**src/hw/rtl/tsw_pkg.sv**
```systemverilog
package tsw_pkg;

    // Register indexes on the configuration port
    localparam logic [2:0] REG_TEX_WIDTH    = 3'd0;
    localparam logic [2:0] REG_TEX_HEIGHT   = 3'd1;
    localparam logic [2:0] REG_FILTER_MODE  = 3'd2;
    localparam logic [2:0] REG_WRAP_MODE    = 3'd3;
    localparam logic [2:0] REG_BORDER_RED   = 3'd4;
    localparam logic [2:0] REG_BORDER_GREEN = 3'd5;
    localparam logic [2:0] REG_BORDER_BLUE  = 3'd6;

    // Mode codes
    localparam logic       FILTER_NEAREST  = 1'b0;
    localparam logic       FILTER_BILINEAR = 1'b1;
    localparam logic [1:0] WRAP_REPEAT     = 2'd0;
    localparam logic [1:0] WRAP_EDGE       = 2'd1;
    localparam logic [1:0] WRAP_BORDER     = 2'd2;

    // Item kinds
    localparam logic KIND_WRITE  = 1'b0;
    localparam logic KIND_SAMPLE = 1'b1;

    // Coordinate constants, Q7.16
    localparam int Q_ONE  = 65536;
    localparam int Q_HALF = 32768;

    // Register reset values
    localparam logic [6:0] TEX_SIZE_RST = 7'd64;

    typedef struct packed {
        logic [6:0]  tex_width;
        logic [6:0]  tex_height;
        logic        filter_mode;
        logic [1:0]  wrap_mode;
        logic [15:0] border_red;
        logic [15:0] border_green;
        logic [15:0] border_blue;
    } cfg_t;

    // Control that travels with every item down the pipeline
    typedef struct packed {
        logic valid;
        logic kind;
        logic wr_ok;
        logic border;
    } ctl_t;

endpackage

```
**src/hw/rtl/tsw_regs.sv**
```systemverilog
module tsw_regs (
    input  logic               clk,
    input  logic               rst_n,
    input  logic               psel,
    input  logic               penable,
    input  logic               pwrite,
    input  logic [4:0]         paddr,
    input  logic [31:0]        pwdata,
    output logic [31:0]        prdata,
    output logic               pready,
    output tsw_pkg::cfg_t      cfg
);

    tsw_pkg::cfg_t cfg_reg;
    logic [2:0]    idx;
    logic          wr_en;

    assign idx    = paddr[4:2];
    assign wr_en  = psel && penable && pwrite;
    assign pready = 1'b1;
    assign cfg    = cfg_reg;

    // Register writes
    always_ff @(posedge clk or negedge rst_n)
    begin
        if (!rst_n)
        begin
            cfg_reg.tex_width    <= tsw_pkg::TEX_SIZE_RST;
            cfg_reg.tex_height   <= tsw_pkg::TEX_SIZE_RST;
            cfg_reg.filter_mode  <= tsw_pkg::FILTER_NEAREST;
            cfg_reg.wrap_mode    <= tsw_pkg::WRAP_REPEAT;
            cfg_reg.border_red   <= '0;
            cfg_reg.border_green <= '0;
            cfg_reg.border_blue  <= '0;
        end
        else if (wr_en)
        begin
            unique case (idx)
                tsw_pkg::REG_TEX_WIDTH:    cfg_reg.tex_width    <= pwdata[6:0];
                tsw_pkg::REG_TEX_HEIGHT:   cfg_reg.tex_height   <= pwdata[6:0];
                tsw_pkg::REG_FILTER_MODE:  cfg_reg.filter_mode  <= pwdata[0];
                tsw_pkg::REG_WRAP_MODE:    cfg_reg.wrap_mode    <= pwdata[1:0];
                tsw_pkg::REG_BORDER_RED:   cfg_reg.border_red   <= pwdata[15:0];
                tsw_pkg::REG_BORDER_GREEN: cfg_reg.border_green <= pwdata[15:0];
                tsw_pkg::REG_BORDER_BLUE:  cfg_reg.border_blue  <= pwdata[15:0];
                default: ;
            endcase
        end
    end

    // Read mux
    always_comb
    begin
        unique case (idx)
            tsw_pkg::REG_TEX_WIDTH:    prdata = {25'd0, cfg_reg.tex_width};
            tsw_pkg::REG_TEX_HEIGHT:   prdata = {25'd0, cfg_reg.tex_height};
            tsw_pkg::REG_FILTER_MODE:  prdata = {31'd0, cfg_reg.filter_mode};
            tsw_pkg::REG_WRAP_MODE:    prdata = {30'd0, cfg_reg.wrap_mode};
            tsw_pkg::REG_BORDER_RED:   prdata = {16'd0, cfg_reg.border_red};
            tsw_pkg::REG_BORDER_GREEN: prdata = {16'd0, cfg_reg.border_green};
            tsw_pkg::REG_BORDER_BLUE:  prdata = {16'd0, cfg_reg.border_blue};
            default:                   prdata = '0;
        endcase
    end

endmodule

```
**config.mk**
```make
export PLATFORM = sky130hd
export DESIGN_NAME = tsw_regs
export DESIGN_NICKNAME = d
export VERILOG_FILES = /design/src/hw/rtl/tsw_pkg.sv /design/src/hw/rtl/tsw_regs.sv
export SDC_FILE = /design/constraint.sdc
export NUM_CORES = 1
export LEC_CHECK = 0
export ABC_AREA = 1
export BUFFER_PORTS_ARGS = -buffer_cell sky130_fd_sc_hd__buf_2
export CAP_MARGIN = 20
export CORE_MARGIN = 2
export CORE_UTILIZATION = 34
export DETAILED_ROUTE_END_ITERATION = 8
export GPL_TIMING_DRIVEN = 0
export PLACE_DENSITY = 0.7
export SYNTH_ARGS = -nofsm -noshare
export SYNTH_HDL_FRONTEND = slang
export SYNTH_SLANG_ARGS = --single-unit
```
**constraint.sdc**
```tcl
create_clock -name clk -period 1.4 [get_ports clk]
set_input_delay 0.14 -clock clk [delete_from_list [all_inputs] [get_ports clk]]
set_output_delay 0.14 -clock clk [all_outputs]
set_load 0.02 [all_outputs]
```
; ---- Yosys cells after proc, flatten, opt, wreduce, memory -nomap -nowiden
; Index checks and enable logic that the tools add are counted.
[classes]
eq_ne = 6
muxes = 1
reduce_logical = 10
[ops]
columns = op, count
row1 = one-hot mux 16 bit (7 select lines), 1
row2 = AND reduction 2 bit, 7
row3 = equality test 3 bit (second input constant), 3
row4 = equality test 3 x 2 -> 1 bit (second input constant), 2
row5 = equality test 3 x 1 -> 1 bit (second input constant), 1
row6 = zero test 3 bit, 1
row7 = logical AND 1 bit, 2
[totals]
ff_bits = 65
output_inout_bits = 98

; ---- Longest topological paths before layout
[logic_depth]
depth_word = 3
ltp_mapped = 8
ltp_nobuf = 6

; ---- Least setup slack after synthesis
; OpenSTA, ideal clock, no wires.
[synth_timing]
path_type = input-to-output
start = input port paddr[3]
end = output port prdata[10]
arrival_time_ns = 1.160
setup_slack_ns = 0.100
cell_stages = 5
cell_sequence = buf_2 > inv_2 > nand3_4 > clkbuf_1 > o211ai_1
[synth_between]
elab_chain_cells = 2
[synth_rtl]
columns = item, line_no
row1 = from (decl), tsw_regs.sv:7  ; input logic [4:0] paddr,
row2 = equality test 3 bit (tied with other cells), tsw_regs.sv:54  ; unique case (idx)
row3 = one-hot mux 16 bit (7 select lines) (*), tsw_regs.sv:54
row4 = to (decl), tsw_regs.sv:9  ; output logic [31:0] prdata,
; Mark *: on every way between the ends. The rest lies on a longest branch, timed or not.

; ---- Worst setup path after layout
[layout_timing]
start = register cfg_reg, in the netlist cfg[64]
end = output port prdata[6]
[layout_between]
elab_chain_cells = 1
[layout_rtl]
columns = item, line_no
row1 = from (decl), tsw_regs.sv:14  ; tsw_pkg::cfg_t cfg_reg;
row2 = one-hot mux 16 bit (7 select lines), tsw_regs.sv:54
; No other way between the ends.

==> reports/metrics.yaml <==
status:
  status: "finished, violations left"
  violations: "negative setup slack"
worst_hold_path:
  hold_start: "pwdata[8]"
  holdPathStages: 3
  worstHoldEndpoint: "cfg[8]"
  worstHoldPathType: "in -> reg"
synthesis:
  ys_types: 23
  synth.area.mux_share: 0
  ys_warn_count: 0
  synth-simple-area-share: 0.2652
  ys_ff_latch: 65
  synth_top_family_by_area: "simple AND/OR/NAND/NOR gates"
  synth.avg_cell_area_um2: 7.897
  netlist_instances: 417
  synth_area_um2: 3293
  synthAdderAreaFrac: 0
  ys_seq_area_frac: 0.4947
  synth_compound_area_frac: 0.1284
  synthXorXnorAreaFrac: 0
worst_setup_path:
  reg2regPathDepth: 3
  cp_slowest_cell: "dfstp_2"
  start_kind: "register"
  crit_path_cell_trace: "nand3_1, o21ai_2, inv_1, nand2_2, buf_6"
  rr_startpoint: "cfg[57]"
  crit-reg2reg-capture: "cfg[57]"
  crit_path_end_kind: "output pin"
  cp_slowest_stage_delay_ns: 0.54
  arrival_ns: 1.27
  r2r_slack_ns: 0.48
  crit_start: "cfg[64]"
  worstPathMaxFanout: 2
  cp.required_ns: 1.26
  crit_type: "reg -> out"
global_routing:
  overflow: 0
  antenna_found_initial: 0
  grt_pass1_wl_um: 16100
  grt_util_all_layers: 0.2019
  grt_pass1_vias: 3090
  grt_max_degree: 66
sta:
  worst_pin_slew_ns: 0.8276
  hold_viol: 0
  slew_headroom: 0.4483
  setup_slack_ns: -0.01289
  worst_clock_skew_ns: 0
  period_share: 1.009
  rsz0062_at_grt: "true"
  min_period_ns: 1.413
  maxSlewViolCount: 0
  timing.fmax_mhz: 707.8
  finalSetupViolCount: 3
  holdWs_ns: 0.02748
power_and_ir_drop:
  combinationalPowerShare: 0.292
  powerDensity_nw_per_um2: 1458
  internal-power_mw: 4.054
  p_clk_frac: 0.311
  vdd_drop_max_mv: 0.6378
  p_sw_mw: 2.308
  power_frac_seq: 0.397
  switching_share: 0.3628
  leakagePower_nw: 2.375
floorplan:
  die_area_um2: 10490
  initial_utilization: 0.3531
  die_x_um: 102.4
  fp.dieH_um: 102.4
  coreArea_um2: 9328
  fp-row-count: 35
  io_pins: 140
drt:
  viasPerCell: 4.778
  route.detailed.drc: 0
  vias: 3278
  postRouteAntennaNets: 0
  drt_iter0_markers: 152
  wl_per_cell_um: 14.68
  drtPass1Iterations: 5
  wirelength_um: 10070
cells_and_area:
  final_area_um2: 4364
  areaGrowthSynthToFinish_pct: 32.52
  final_common_cell: "nand2_1"
  final_cell_mix: "nand2_1 (148), buf_2 (103), dfrtp_1 (63)"
  nets: 594
  diodes: 0
  fill_cells: 936
  drive_above_1_share: 0.3250
  largest_reg_flops: 65
flow_run:
  max-cap-violations: 0
clocking:
  cts.path.max_buffers: 2
  cts_tree: "yes"
  cts_max_level: 3
  cts-root-buf: "clkbuf_8"
  clkSinkCount: 65
  cts_buffers: 9
  insertion_delay_ns: 0.34
  path_clk_slew_ns: 0.08
placement:
  placed_area_um2: 4029
  io_buffers: 103
  gp_congestion: 0.8390
  pre_cts_ws_ns: -0.2052
  hpwlAfterDp_um: 7314
metrics by stage:
stage	power [mW]	setup TNS, ns	util	std cells
global placement	4.311	-4.795	0.4317	664
finish	6.362	-0.01501	0.4679	686
CTS	6.362	-0.04146	0.4639	684
floorplan	3.609	0	-	432
global route	6.684	-0.2060	0.4679	686
detailed placement	4.357	-2.051	0.4319	664
timing repair:
action                     in CTS  in global routing
setup buffers                   3                  2
hold endpoints to repair       63                  0
setup endpoints to repair      15                 16
resized for setup              12                 11
hold buffers                    1                  0
pin swaps                       2                  7
power by group through the flow:
stage / clock network, mW / logic (mW) / registers (mW)
after floorplan: 0 / 0.609 / 3.00
after global placement: 0 / 1.76 / 2.55
after detailed placement: 0 / 1.80 / 2.56
after CTS: 1.99 / 1.85 / 2.53
after global routing: 2.08 / 2.03 / 2.58
final: 1.98 / 1.86 / 2.53
per-layer routing:
layer	up-vias	GRT usage	part of all wire
met1	1548	0.2647	0.43
met2	142	0.3345	0.48
li1	1574	-	-
met4	0	0.06769	0.010
met3	14	0.04172	0.084
met5	-	0	0
cell usage after synthesis (all sizes together):
cell type | instances | area [um^2]
buf | 29 | 210.2
dfstp | 2 | 52.55
inv | 31 | 116.4
dfrtp | 63 | 1577
clkinv | 1 | 3.750
nand3 | 14 | 92.59
conb | 2 | 7.510
nand4 | 12 | 75.07
nand2 | 152 | 578.1
nor2 | 23 | 127.6
o211ai | 9 | 67.56
clkbuf | 8 | 30.03
o21ai | 71 | 355.3
worst max path at each step:
| stage | to | slack, ns |
|---|---|---|
| 6_report | prdata[6] | -0.01 |
| 5_1_grt | prdata[6] | -0.07 |
| 4_1_cts | prdata[6] | -0.03 |
| 3_3_place_gp | prdata[15] | -0.14 |
| 3_5_place_dp | prdata[12] | -0.21 |
| 2_1_floorplan | prdata[10] | 0.10 |
cells by family after synthesis:
group / count (synthesis)
buffers and inverters: 69
and+or+nand+nor: 201
other: 2
AOI/OAI and AO/OA: 80
DFF: 65
critical path: cells and delay by family, from the launching register on:
| kind | cells | cell delay [ns] |
|---|---|---|
| AND/OR/NAND/NOR | 2 | 0.15 |
| AO/OA/AOI/OAI | 1 | 0.07 |
| buffers and inverters | 2 | 0.18 |
| flip-flops | 1 | 0.54 |
final cells by class:
class                   count  area (um^2)  share of cell area
plain buffers              37        251.5             0.05763
clock inverters             7        118.9             0.02724
inverters                  32        125.1             0.02867
clock buffers               9        123.9             0.02838
flip-flops and latches     65         1629              0.3733
multi-input cells         298         1374              0.3148
repair buffers            109        580.6              0.1330
well taps                 129        161.4             0.03698
No activity file was read; power rests on OpenSTA's default activity.
