$ cat config.mk
export PLATFORM = sky130hd
export DESIGN_NAME = tsw_addr
export DESIGN_NICKNAME = d
export VERILOG_FILES = /design/src/hw/rtl/tsw_pkg.sv /design/src/hw/rtl/tsw_addr.sv
export SDC_FILE = /design/constraint.sdc
export NUM_CORES = 2
export LEC_CHECK = 0
export ABC_AREA = 1
export BUFFER_PORTS_ARGS = -buffer_cell sky130_fd_sc_hd__buf_2
export CAP_MARGIN = 0
export CORE_MARGIN = 2
export CORE_UTILIZATION = 50
export CTS_BUF_LIST = sky130_fd_sc_hd__clkbuf_8
export CTS_CLUSTER_DIAMETER = 30
export DETAILED_ROUTE_END_ITERATION = 10
export PLACE_DENSITY = 0.73
export SLEW_MARGIN = 40
export SYNTH_ARGS = -nofsm -noshare
export SYNTH_HDL_FRONTEND = slang
export SYNTH_SLANG_ARGS = --single-unit
$ cat constraint.sdc
create_clock -name clk -period 3.85 [get_ports clk]
set_input_delay 0.385 -clock clk [delete_from_list [all_inputs] [get_ports clk]]
set_output_delay 0.385 -clock clk [all_outputs]
set_load 0.01 [all_outputs]
$ cat src/hw/rtl/tsw_pkg.sv
package tsw_pkg;

    // Register indexes on the configuration port
    localparam logic [2:0] REG_TEX_WIDTH    = 3'd0;
    localparam logic [2:0] REG_TEX_HEIGHT   = 3'd1;
    localparam logic [2:0] REG_FILTER_MODE  = 3'd2;
    localparam logic [2:0] REG_WRAP_MODE    = 3'd3;
    localparam logic [2:0] REG_BORDER_RED   = 3'd4;
    localparam logic [2:0] REG_BORDER_GREEN = 3'd5;
    localparam logic [2:0] REG_BORDER_BLUE  = 3'd6;

    // Mode codes
    localparam logic       FILTER_NEAREST  = 1'b0;
    localparam logic       FILTER_BILINEAR = 1'b1;
    localparam logic [1:0] WRAP_REPEAT     = 2'd0;
    localparam logic [1:0] WRAP_EDGE       = 2'd1;
    localparam logic [1:0] WRAP_BORDER     = 2'd2;

    // Item kinds
    localparam logic KIND_WRITE  = 1'b0;
    localparam logic KIND_SAMPLE = 1'b1;

    // Coordinate constants, Q7.16
    localparam int Q_ONE  = 65536;
    localparam int Q_HALF = 32768;

    // Register reset values
    localparam logic [6:0] TEX_SIZE_RST = 7'd64;

    typedef struct packed {
        logic [6:0]  tex_width;
        logic [6:0]  tex_height;
        logic        filter_mode;
        logic [1:0]  wrap_mode;
        logic [15:0] border_red;
        logic [15:0] border_green;
        logic [15:0] border_blue;
    } cfg_t;

    // Control that travels with every item down the pipeline
    typedef struct packed {
        logic valid;
        logic kind;
        logic wr_ok;
        logic border;
    } ctl_t;

endpackage

$ cat src/hw/rtl/tsw_addr.sv
module tsw_addr #(
    parameter int MAX_WIDTH  = 64,
    parameter int MAX_HEIGHT = 64,
    parameter int COLOR_BITS = 16,
    localparam int AW = $clog2(MAX_WIDTH * MAX_HEIGHT),
    localparam int CB = COLOR_BITS
) (
    input  logic                  clk,
    input  logic                  rst_n,
    input  logic                  en,
    input  tsw_pkg::cfg_t         cfg,
    input  logic                  in_valid,
    input  logic                  kind,
    input  logic [5:0]            texel_x,
    input  logic [5:0]            texel_y,
    input  logic [15:0]           texel_red,
    input  logic [15:0]           texel_green,
    input  logic [15:0]           texel_blue,
    input  logic signed [23:0]    coord_u,
    input  logic signed [23:0]    coord_v,
    output tsw_pkg::ctl_t         req_ctl,
    output logic [AW-1:0]         req_waddr,
    output logic [3*CB-1:0]       req_wdata,
    output logic [AW-1:0]         req_a00,
    output logic [AW-1:0]         req_a01,
    output logic [AW-1:0]         req_a10,
    output logic [AW-1:0]         req_a11,
    output logic [15:0]           req_fu,
    output logic [15:0]           req_fv
);

    localparam int WB  = $clog2(MAX_WIDTH + 1);
    localparam int HB  = $clog2(MAX_HEIGHT + 1);
    localparam int PU  = 24 + WB + 1;
    localparam int PV  = 24 + HB + 1;
    localparam int UB  = PU - 16;
    localparam int VB  = PV - 16;
    localparam int NST = (UB > VB) ? UB : VB;
    localparam int XB  = $clog2(MAX_WIDTH);
    localparam int YB  = $clog2(MAX_HEIGHT);

    typedef struct packed {
        tsw_pkg::ctl_t   ctl;
        logic            nu;
        logic            nv;
        logic [UB-1:0]   ru;
        logic [VB-1:0]   rv;
        logic [15:0]     fu;
        logic [15:0]     fv;
        logic [AW-1:0]   waddr;
        logic [3*CB-1:0] wdata;
    } stage_t;

    // Effective texture size
    logic [WB-1:0] w_eff;
    logic [HB-1:0] h_eff;
    logic          clamp;

    always_comb
    begin
        if (cfg.tex_width == 7'd0)
            w_eff = WB'(1);
        else if (32'(cfg.tex_width) > MAX_WIDTH)
            w_eff = WB'(MAX_WIDTH);
        else
            w_eff = WB'(cfg.tex_width);
        if (cfg.tex_height == 7'd0)
            h_eff = HB'(1);
        else if (32'(cfg.tex_height) > MAX_HEIGHT)
            h_eff = HB'(MAX_HEIGHT);
        else
            h_eff = HB'(cfg.tex_height);
    end

    assign clamp = (cfg.wrap_mode == tsw_pkg::WRAP_EDGE) ||
                   (cfg.wrap_mode == tsw_pkg::WRAP_BORDER);

    // Stage A: clamp, border test, scale to texel space
    logic signed [23:0]   u_c, v_c;
    logic signed [PU-1:0] u_ext, w_ext, tu_next;
    logic signed [PV-1:0] v_ext, h_ext, tv_next;
    logic                 u_out, v_out;
    tsw_pkg::ctl_t        ctl_a_next, ctl_a_reg;
    logic signed [PU-1:0] tu_reg;
    logic signed [PV-1:0] tv_reg;
    logic [AW-1:0]        waddr_a_next, waddr_a_reg;
    logic [3*CB-1:0]      wdata_a_next, wdata_a_reg;

    always_comb
    begin
        u_out = (coord_u < 0) || (32'(coord_u) > tsw_pkg::Q_ONE);
        v_out = (coord_v < 0) || (32'(coord_v) > tsw_pkg::Q_ONE);
        u_c = coord_u;
        v_c = coord_v;
        if (clamp)
        begin
            if (coord_u < 0)
                u_c = '0;
            else if (u_out)
                u_c = 24'(tsw_pkg::Q_ONE);
            if (coord_v < 0)
                v_c = '0;
            else if (v_out)
                v_c = 24'(tsw_pkg::Q_ONE);
        end
        u_ext   = PU'(u_c);
        v_ext   = PV'(v_c);
        w_ext   = $signed(PU'(w_eff));
        h_ext   = $signed(PV'(h_eff));
        tu_next = u_ext * w_ext - PU'(tsw_pkg::Q_HALF);
        tv_next = v_ext * h_ext - PV'(tsw_pkg::Q_HALF);

        ctl_a_next.valid  = in_valid;
        ctl_a_next.kind   = kind;
        ctl_a_next.wr_ok  = (32'(texel_x) < MAX_WIDTH) && (32'(texel_y) < MAX_HEIGHT);
        ctl_a_next.border = (cfg.wrap_mode == tsw_pkg::WRAP_BORDER) && (u_out || v_out);
        waddr_a_next = AW'(32'(texel_y) * MAX_WIDTH + 32'(texel_x));
        wdata_a_next = {texel_blue[CB-1:0], texel_green[CB-1:0], texel_red[CB-1:0]};
    end

    always_ff @(posedge clk or negedge rst_n)
    begin
        if (!rst_n)
            ctl_a_reg <= '0;
        else if (en)
            ctl_a_reg <= ctl_a_next;
    end

    always_ff @(posedge clk)
    begin
        if (en)
        begin
            tu_reg      <= tu_next;
            tv_reg      <= tv_next;
            waddr_a_reg <= waddr_a_next;
            wdata_a_reg <= wdata_a_next;
        end
    end

    // Stage B: sign, magnitude of the truncated index, fractions
    stage_t               pipe_reg  [0:NST];
    stage_t               pipe_next [0:NST];
    logic signed [PU-1:0] mag_u;
    logic signed [PV-1:0] mag_v;
    logic [UB+WB-1:0]     sub_u [0:NST-1];
    logic [VB+HB-1:0]     sub_v [0:NST-1];

    // Then modulo by size: one restoring compare-subtract per stage, high bit first
    always_comb
    begin
        mag_u = tu_reg[PU-1] ? -tu_reg : tu_reg;
        mag_v = tv_reg[PV-1] ? -tv_reg : tv_reg;
        pipe_next[0].ctl   = ctl_a_reg;
        pipe_next[0].nu    = tu_reg[PU-1];
        pipe_next[0].nv    = tv_reg[PV-1];
        pipe_next[0].ru    = mag_u[PU-1:16];
        pipe_next[0].rv    = mag_v[PV-1:16];
        pipe_next[0].fu    = (cfg.filter_mode == tsw_pkg::FILTER_BILINEAR) ?
                             tu_reg[15:0] : 16'd0;
        pipe_next[0].fv    = (cfg.filter_mode == tsw_pkg::FILTER_BILINEAR) ?
                             tv_reg[15:0] : 16'd0;
        pipe_next[0].waddr = waddr_a_reg;
        pipe_next[0].wdata = wdata_a_reg;
        for (int s = 0; s < NST; s++)
        begin
            pipe_next[s+1] = pipe_reg[s];
            sub_u[s] = (UB+WB)'(w_eff) << (NST - 1 - s);
            sub_v[s] = (VB+HB)'(h_eff) << (NST - 1 - s);
            if ((NST - 1 - s) < UB && (UB+WB)'(pipe_reg[s].ru) >= sub_u[s])
                pipe_next[s+1].ru = pipe_reg[s].ru - sub_u[s][UB-1:0];
            if ((NST - 1 - s) < VB && (VB+HB)'(pipe_reg[s].rv) >= sub_v[s])
                pipe_next[s+1].rv = pipe_reg[s].rv - sub_v[s][VB-1:0];
        end
    end

    always_ff @(posedge clk or negedge rst_n)
    begin
        if (!rst_n)
        begin
            for (int s = 0; s <= NST; s++)
                pipe_reg[s] <= '0;
        end
        else if (en)
        begin
            for (int s = 0; s <= NST; s++)
                pipe_reg[s] <= pipe_next[s];
        end
    end

    // Final index, neighbor index and the four tap addresses
    stage_t        fin;
    logic [WB-1:0] mu, xu, xp;
    logic [HB-1:0] mv, yv, yp;
    logic [XB-1:0] x0, x1;
    logic [YB-1:0] y0, y1;

    always_comb
    begin
        fin = pipe_reg[NST];
        mu  = WB'(fin.ru);
        mv  = HB'(fin.rv);
        // negative remainder folds back into range
        xu  = (fin.nu && mu != '0) ? w_eff - mu : mu;
        yv  = (fin.nv && mv != '0) ? h_eff - mv : mv;
        xp  = xu + WB'(1);
        yp  = yv + HB'(1);
        if (clamp)
        begin
            xp = (xp >= w_eff) ? w_eff - WB'(1) : xp;
            yp = (yp >= h_eff) ? h_eff - HB'(1) : yp;
        end
        else
        begin
            xp = (xp == w_eff) ? '0 : xp;
            yp = (yp == h_eff) ? '0 : yp;
        end
        x0 = XB'(xu);
        x1 = XB'(xp);
        y0 = YB'(yv);
        y1 = YB'(yp);
    end

    always_ff @(posedge clk or negedge rst_n)
    begin
        if (!rst_n)
            req_ctl <= '0;
        else if (en)
            req_ctl <= fin.ctl;
    end

    always_ff @(posedge clk)
    begin
        if (en)
        begin
            req_a00   <= AW'(32'(y0) * MAX_WIDTH + 32'(x0));
            req_a01   <= AW'(32'(y0) * MAX_WIDTH + 32'(x1));
            req_a10   <= AW'(32'(y1) * MAX_WIDTH + 32'(x0));
            req_a11   <= AW'(32'(y1) * MAX_WIDTH + 32'(x1));
            req_fu    <= fin.fu;
            req_fv    <= fin.fv;
            req_waddr <= fin.waddr;
            req_wdata <= fin.wdata;
        end
    end

endmodule

# --- Word-level counts from Yosys, hierarchy flattened ---
# Cells that the tools add are included.
totals:
  regBits: 2464
op_classes:
  add_sub_neg: 47
  mul: 2
  order_cmp: 40
  n_eq_ne: 4
  mux: 54
  n_reduce_logical: 11
ops:
  columns: ["op", "count"]
  rows:
  - ["$mux 16", 32]
  - ["$sub 16x16->16", 14]
  - ["$mux 24", 6]
  - ["$mul 24x8->32", 2]
  - ["$mux 32", 2]
  - ["$neg 32->32", 2]
  - ["$sub 32x17->32 const B", 2]
  - ["$add 12x6->12", 5]
  - ["$mux 7", 8]
  - ["$gt 24x18->1 const B", 2]
  - ["$lt 24x1->1 const B", 2]
  - ["$ge 16x22->1", 2]
  - ["$ge 16x21->1", 2]
  - ["$ge 16x20->1", 2]
  - ["$ge 16x19->1", 2]
  - ["$ge 16x18->1", 2]
  - ["$mux 6", 6]
  - ["$ge 16x17->1", 2]
  - ["$ge 16x10->1", 2]
  - ["$ge 16x11->1", 2]
  - ["$ge 16x12->1", 2]
  - ["$ge 16x13->1", 2]
  - ["$ge 16x14->1", 2]
  - ["$ge 16x15->1", 2]
  - ["other kinds (24)", 51]

# --- Longest topological paths before layout ---
depth:
  word_depth: 10
  depth_mapped: 32
  ltp_nobuf: 28

# --- Least setup slack after synthesis ---
# Ideal clock, no wire load.
synth_timing:
  path_type: "input port to flip-flop"
  startpoint: "in cfg[64] in the netlist's numbering"
  endpoint: "reg tu_reg[30] (data pin)"
  setup_ns: 0.252
  arrival_ns: 5.269
  setup_slack_ns: -1.672
  path_stages: 24
  path_buffers: 3
  path_cell_list: "buf_2 > inv_1 > buf_2 > nand2_1 > clkbuf_1 > nor2_1 > fa_1 > inv_1 > fa_1 > inv_1 > fa_1 > inv_1 > fa_1 > inv_1 > ha_1 > a21oi_1 > nand2_1 > a21boi_0 > inv_1 > a21o_1 > nand3_1 > nand2_1 > nand2_1 > nand2_1"
synth_via:
  elab_chain_cells: 5
  word_cells_on_any_way: 6
synth_rtl:
  columns: ["item", "line_no", "rtl"]
  rows:
  - ["start: declaration", "tsw_addr.sv:11", "input tsw_pkg::cfg_t cfg,"]
  - ["$gt 7x7->1", "tsw_addr.sv:63", "else if (32'(cfg.tex_width) > MAX_WIDTH)"]
  - ["$mux 7", "tsw_addr.sv:63", null]
  - ["$mux 7 (*)", "tsw_addr.sv:61", "if (cfg.tex_width == 7'd0)"]
  - ["$mul 24x8->32 (*)", "tsw_addr.sv:110", "tu_next = u_ext * w_ext - PU'(tsw_pkg::Q_HALF);"]
  - ["$sub 32x17->32 (*)", "tsw_addr.sv:110", null]
  - ["via tu_next[30]", "tsw_addr.sv:80", "logic signed [PU-1:0] u_ext, w_ext, tu_next;"]
  - ["end signal: assignment", "tsw_addr.sv:133", "tu_reg <= tu_next;"]
  - ["end: declaration", "tsw_addr.sv:84", "logic signed [PU-1:0] tu_reg;"]
# Mark *: on every way through the listed nets, which the timed path passes. The rest lies on a longest branch.
# A chain may end at the register's enable or synchronous reset.

# --- Final worst setup path ---
layout_timing:
  startpoint: "in coord_v[18]"
  endpoint: "reg tv_reg[30] (data pin)"
layout_via:
  elab_chain_cells: 7
  word_cells_on_any_way: 8
layout_rtl:
  columns: ["item", "line_no", "rtl"]
  rows:
  - ["start: declaration", "tsw_addr.sv:20", "input logic signed [23:0] coord_v,"]
  - ["$lt 24x1->1 or $gt 24x18->1 (tied branches)", "tsw_addr.sv:92, tsw_addr.sv:101", null]
  - ["$logic_or 1x1->1", "tsw_addr.sv:92", "v_out = (coord_v < 0) || (32'(coord_v) > tsw_pkg::Q_ONE);"]
  - ["$mux 24", "tsw_addr.sv:103", "else if (v_out)"]
  - ["$mux 24", "tsw_addr.sv:101", "if (coord_v < 0)"]
  - ["$mux 24 (*)", "tsw_addr.sv:95", "if (clamp)"]
  - ["$mul 24x8->32 (*)", "tsw_addr.sv:111", "tv_next = v_ext * h_ext - PV'(tsw_pkg::Q_HALF);"]
  - ["$sub 32x17->32 (*)", "tsw_addr.sv:111", null]
  - ["via tv_next[30]", "tsw_addr.sv:81", "logic signed [PV-1:0] v_ext, h_ext, tv_next;"]
  - ["end signal: assignment", "tsw_addr.sv:134", "tv_reg <= tv_next;"]
  - ["end: declaration", "tsw_addr.sv:85", "logic signed [PV-1:0] tv_reg;"]
# Marked as above.

==> metrics.yaml <==
status: "finished with violations"
violations: "setup timing"
worstSetupPathType: "in2reg"
portBuffers: 273
worstReg2RegStart: "fin[108]$_DFFE_PN0P_"
seqPwrFrac: 0.390
cp.required_ns: 4.61
via_per_inst: 4.91
p_per_area_nw_per_um2: 641
synth_ff_type: "dfrtp_1"
power.share.switching: 0.341
maxSlewHeadroom: 0.415
synth-simple-area-share: 0.257
yosys.area_share.adder: 0.0879
cts_tree: "done"
timing.critical_path.from: "coord_v[18]"
hold_path.class: "in2reg"
antenna_found_initial: 2
ys_ff_latch: 2440
post-route-period-util: 1.15
layout-drive-gt1-share: 0.148
tightest_slew_ns: 0.877
setup_violations: 48
cp-start-kind: "input pin"
crit_family: "adder cells"
period_needed_ns: 4.43
clkPwrFrac: 0.310
p_switching_uw: 30900
crit_path_end_kind: "flip-flop"
grt_pass1_vias: 88009
synth_top_family_by_area: "simple AND/OR/NAND/NOR gates"
slowest_delay_ns: 0.56
comb_power_share: 0.300
yosysTopAreaCell: "dfrtp_1"
ys_seq_area_frac: 0.530
num_vias: 89509
synth_nets: 14580
intPower_uw: 59600
ir_drop_uv: 518
die_h_um: 489
hold_path.startpoint: "cfg[49]"
track_usage: 0.226
synth.area.top_cells: "dfrtp_1 (47%), nand2_1 (20%), edfxtp_1 (6.1%), fa_1 (5.2%), ha_1 (3.6%)"
r2r_cells: 23
post_synth.cell_area_avg_um2: 8.53
cts_max_level: 5
p_leak_uw: 0.0740
synth_area_um2: 117000
crit_cells: 26
synth_xor_area_frac: 0.0174
die_area_um2: 239000
synth_cell_types: 54
dpl-instance-area_um2: 126000
clock-sinks: 2440
max-cap-violations: 0
worst_slack_ns: -0.582
die-width_um: 489
placeableCoreArea_um2: 233000
synth_compound_area_frac: 0.0488
drt_iter0_drc: 6808
grt_pass1_wl_mm: 449
rsz0062_at_grt: "yes"
gr-total-overflow: 0
clock_path_buffers: 4
syn2layout_area_growth_pct: 20.2
final_area_um2: 141000
clock_latency_ns: 1.11
largest_reg_flops: 1568
gp_congestion: 0.889
synth_top_area_frac: 0.469
fin_hold_ws_ns: 0.140
drc: 0
routed_wl_mm: 268
async_flop_share: 0.902
io_pins: 322
root_buffer: "clkbuf_8"
place_ws_ns: -1.85
routedWlPerCell_um: 14.7
fin_skew_ns: 0.0876
crit_path_top_delay_cell: "fa_1"
clk_pin_slew_ns: 0.05
yosysMostFrequentCell: "nand2_1"
worst-path-buf-inv: 8
num_rows: 177
muxShareOfSynthArea: 0
fillers: 20280
synth_edf_count: 240
dr.pass1.iters: 6
ys.warnings.count: 0
report.power.total_uw: 90500
worstPathMaxFanout: 5
hold_viol: 0
slew_violations: 0
grt_max_degree: 198
numCtsBuffers: 479
layout.nets: 15526
hold_depth: 4
ant_nets: 0
cp.arrival_ns: 5.19
crit_top_cell: "fa_1"
synthCells: 13761
fin_tns_setup_ns: -15.11
place_hpwl_mm: 182
netlist_top_cells_count: "nand2_1 (6,246), dfrtp_1 (2,200), inv_1 (1,115), o21ai_0 (665), nor2_1 (601)"
max_freq_mhz: 226
initial_core_util: 0.504
[metrics by stage]
| step | std cells | util |
|---|---|---|
| 6_report | 18225 | 0.606 |
| 2_1_floorplan | 13761 | - |
| 3_3_place_gp | 17148 | 0.542 |
| 4_1_cts | 18190 | 0.599 |
| 5_1_grt | 18225 | 0.606 |
| 3_5_place_dp | 17148 | 0.542 |
[metal layers]
layer / part of all wire / wire, µm / global-route usage / vias up
met1: 0.50 / 133000 / 0.344 / 42274
met4: 0.019 / 5190 / 0.0576 / 2
li1: - / - / - / 45030
met3: 0.046 / 12400 / 0.0361 / 402
met5: 0.000049 / 13 / 0 / -
met2: 0.44 / 117000 / 0.337 / 1801
[cells by family after synthesis]
| kind of cell | count (synthesis) |
|---|---|
| AOI/OAI and AO/OA | 1077 |
| xor gates and xnor gates | 233 |
| buffers and inverters | 1723 |
| and+or+nand+nor | 7647 |
| DFF | 2440 |
| adders and majority gates | 641 |
[final timing paths]
path / endpoint / slack [ns]
worst max-delay path: tv_reg[30]$_DFFE_PP_ / -0.58
worst min-delay path: req_a11[7]$_DFFE_PP_ / 0.14
worst max register to register: req_a11[5]$_DFFE_PP_ / 0.30
worst min register to register: pipe_next[1991]$_DFFE_PN0P_ / 0.41
max in group asynchronous: pipe_next[1614]$_DFFE_PN0P_ / 2.04
min in group asynchronous: pipe_next[1944]$_DFFE_PN0P_ / 0.60
[worst reg2reg max path: stages (launching register included)]
cell     delay, ns
dfrtp_1       0.46
ha_4          0.17
inv_2         0.04
fa_1          0.50
inv_1         0.04
nand3_1       0.07
nand2_1       0.09
inv_1         0.09
ha_2          0.18
nand3_2       0.08
nor2_1        0.12
nand2_1       0.09
o21ai_1       0.14
nand2_1       0.07
ha_1          0.29
nand2_1       0.07
nor2_1        0.13
nand2_1       0.10
nor2_4        0.17
nor2_4        0.07
a21oi_2       0.15
inv_1         0.09
nand3_1       0.09
nand2_1       0.06
[placed cells by master, fill, tap and decap left out, types with 36 or more instances in the layout]
cell type	netlist	routed
bufinv_16	0	55
clkinv_2	0	67
nand2_2	1	62
nand2_4	8	37
fa_1	306	282
inv_2	11	89
buf_4	30	524
nand4_1	133	133
nor2_1	601	492
ha_1	335	285
nand3_1	454	411
dlygate4sd3_1	0	142
nor2_2	2	57
buf_6	1	45
xor2_1	152	146
dfrtp_1	2200	2200
o21ai_0	665	637
clkbuf_8	0	560
edfxtp_1	240	240
ha_4	0	42
a21oi_1	255	207
clkinvlp_4	0	36
buf_2	227	263
nor4_1	60	52
inv_1	1115	1143
nor2_4	1	55
buf_12	1	78
xnor2_1	81	73
nand2_1	6246	6140
nor3_1	75	64
[layout make-up]
cell class,instances,area [µm²],share of cell area
Clock buffer,560,7710,0.0546
Timing Repair Buffer,1057,8840,0.0626
Inverter,1131,4310,0.0306
Sequential cell,2440,62300,0.441
Antenna cell,1,2.50,0.0000177
Clock inverter,306,2910,0.0206
Tap cell,3132,3920,0.0278
Multi-Input combinational cell,9598,51200,0.363
[power groups by stage]
stage | Clock, µW | Sequential, µW | Combinational [µW]
after floorplan | 0 | 34500 | 18200
after global placement | 0 | 35600 | 24900
after detailed placement | 0 | 35600 | 25300
after CTS | 28700 | 35300 | 26200
after global routing | 30000 | 35900 | 30900
final | 28100 | 35300 | 27100
[repair_timing]
action,CTS,global route
hold buffers,143,0
gates resized for setup,255,309
setup endpoints to repair,47,51
gates cloned,2,1
pin swaps,130,142
endpoints found under the hold margin,1529,0
setup buffers,32,36
Note: power is estimated with default switching activity, not from simulation.
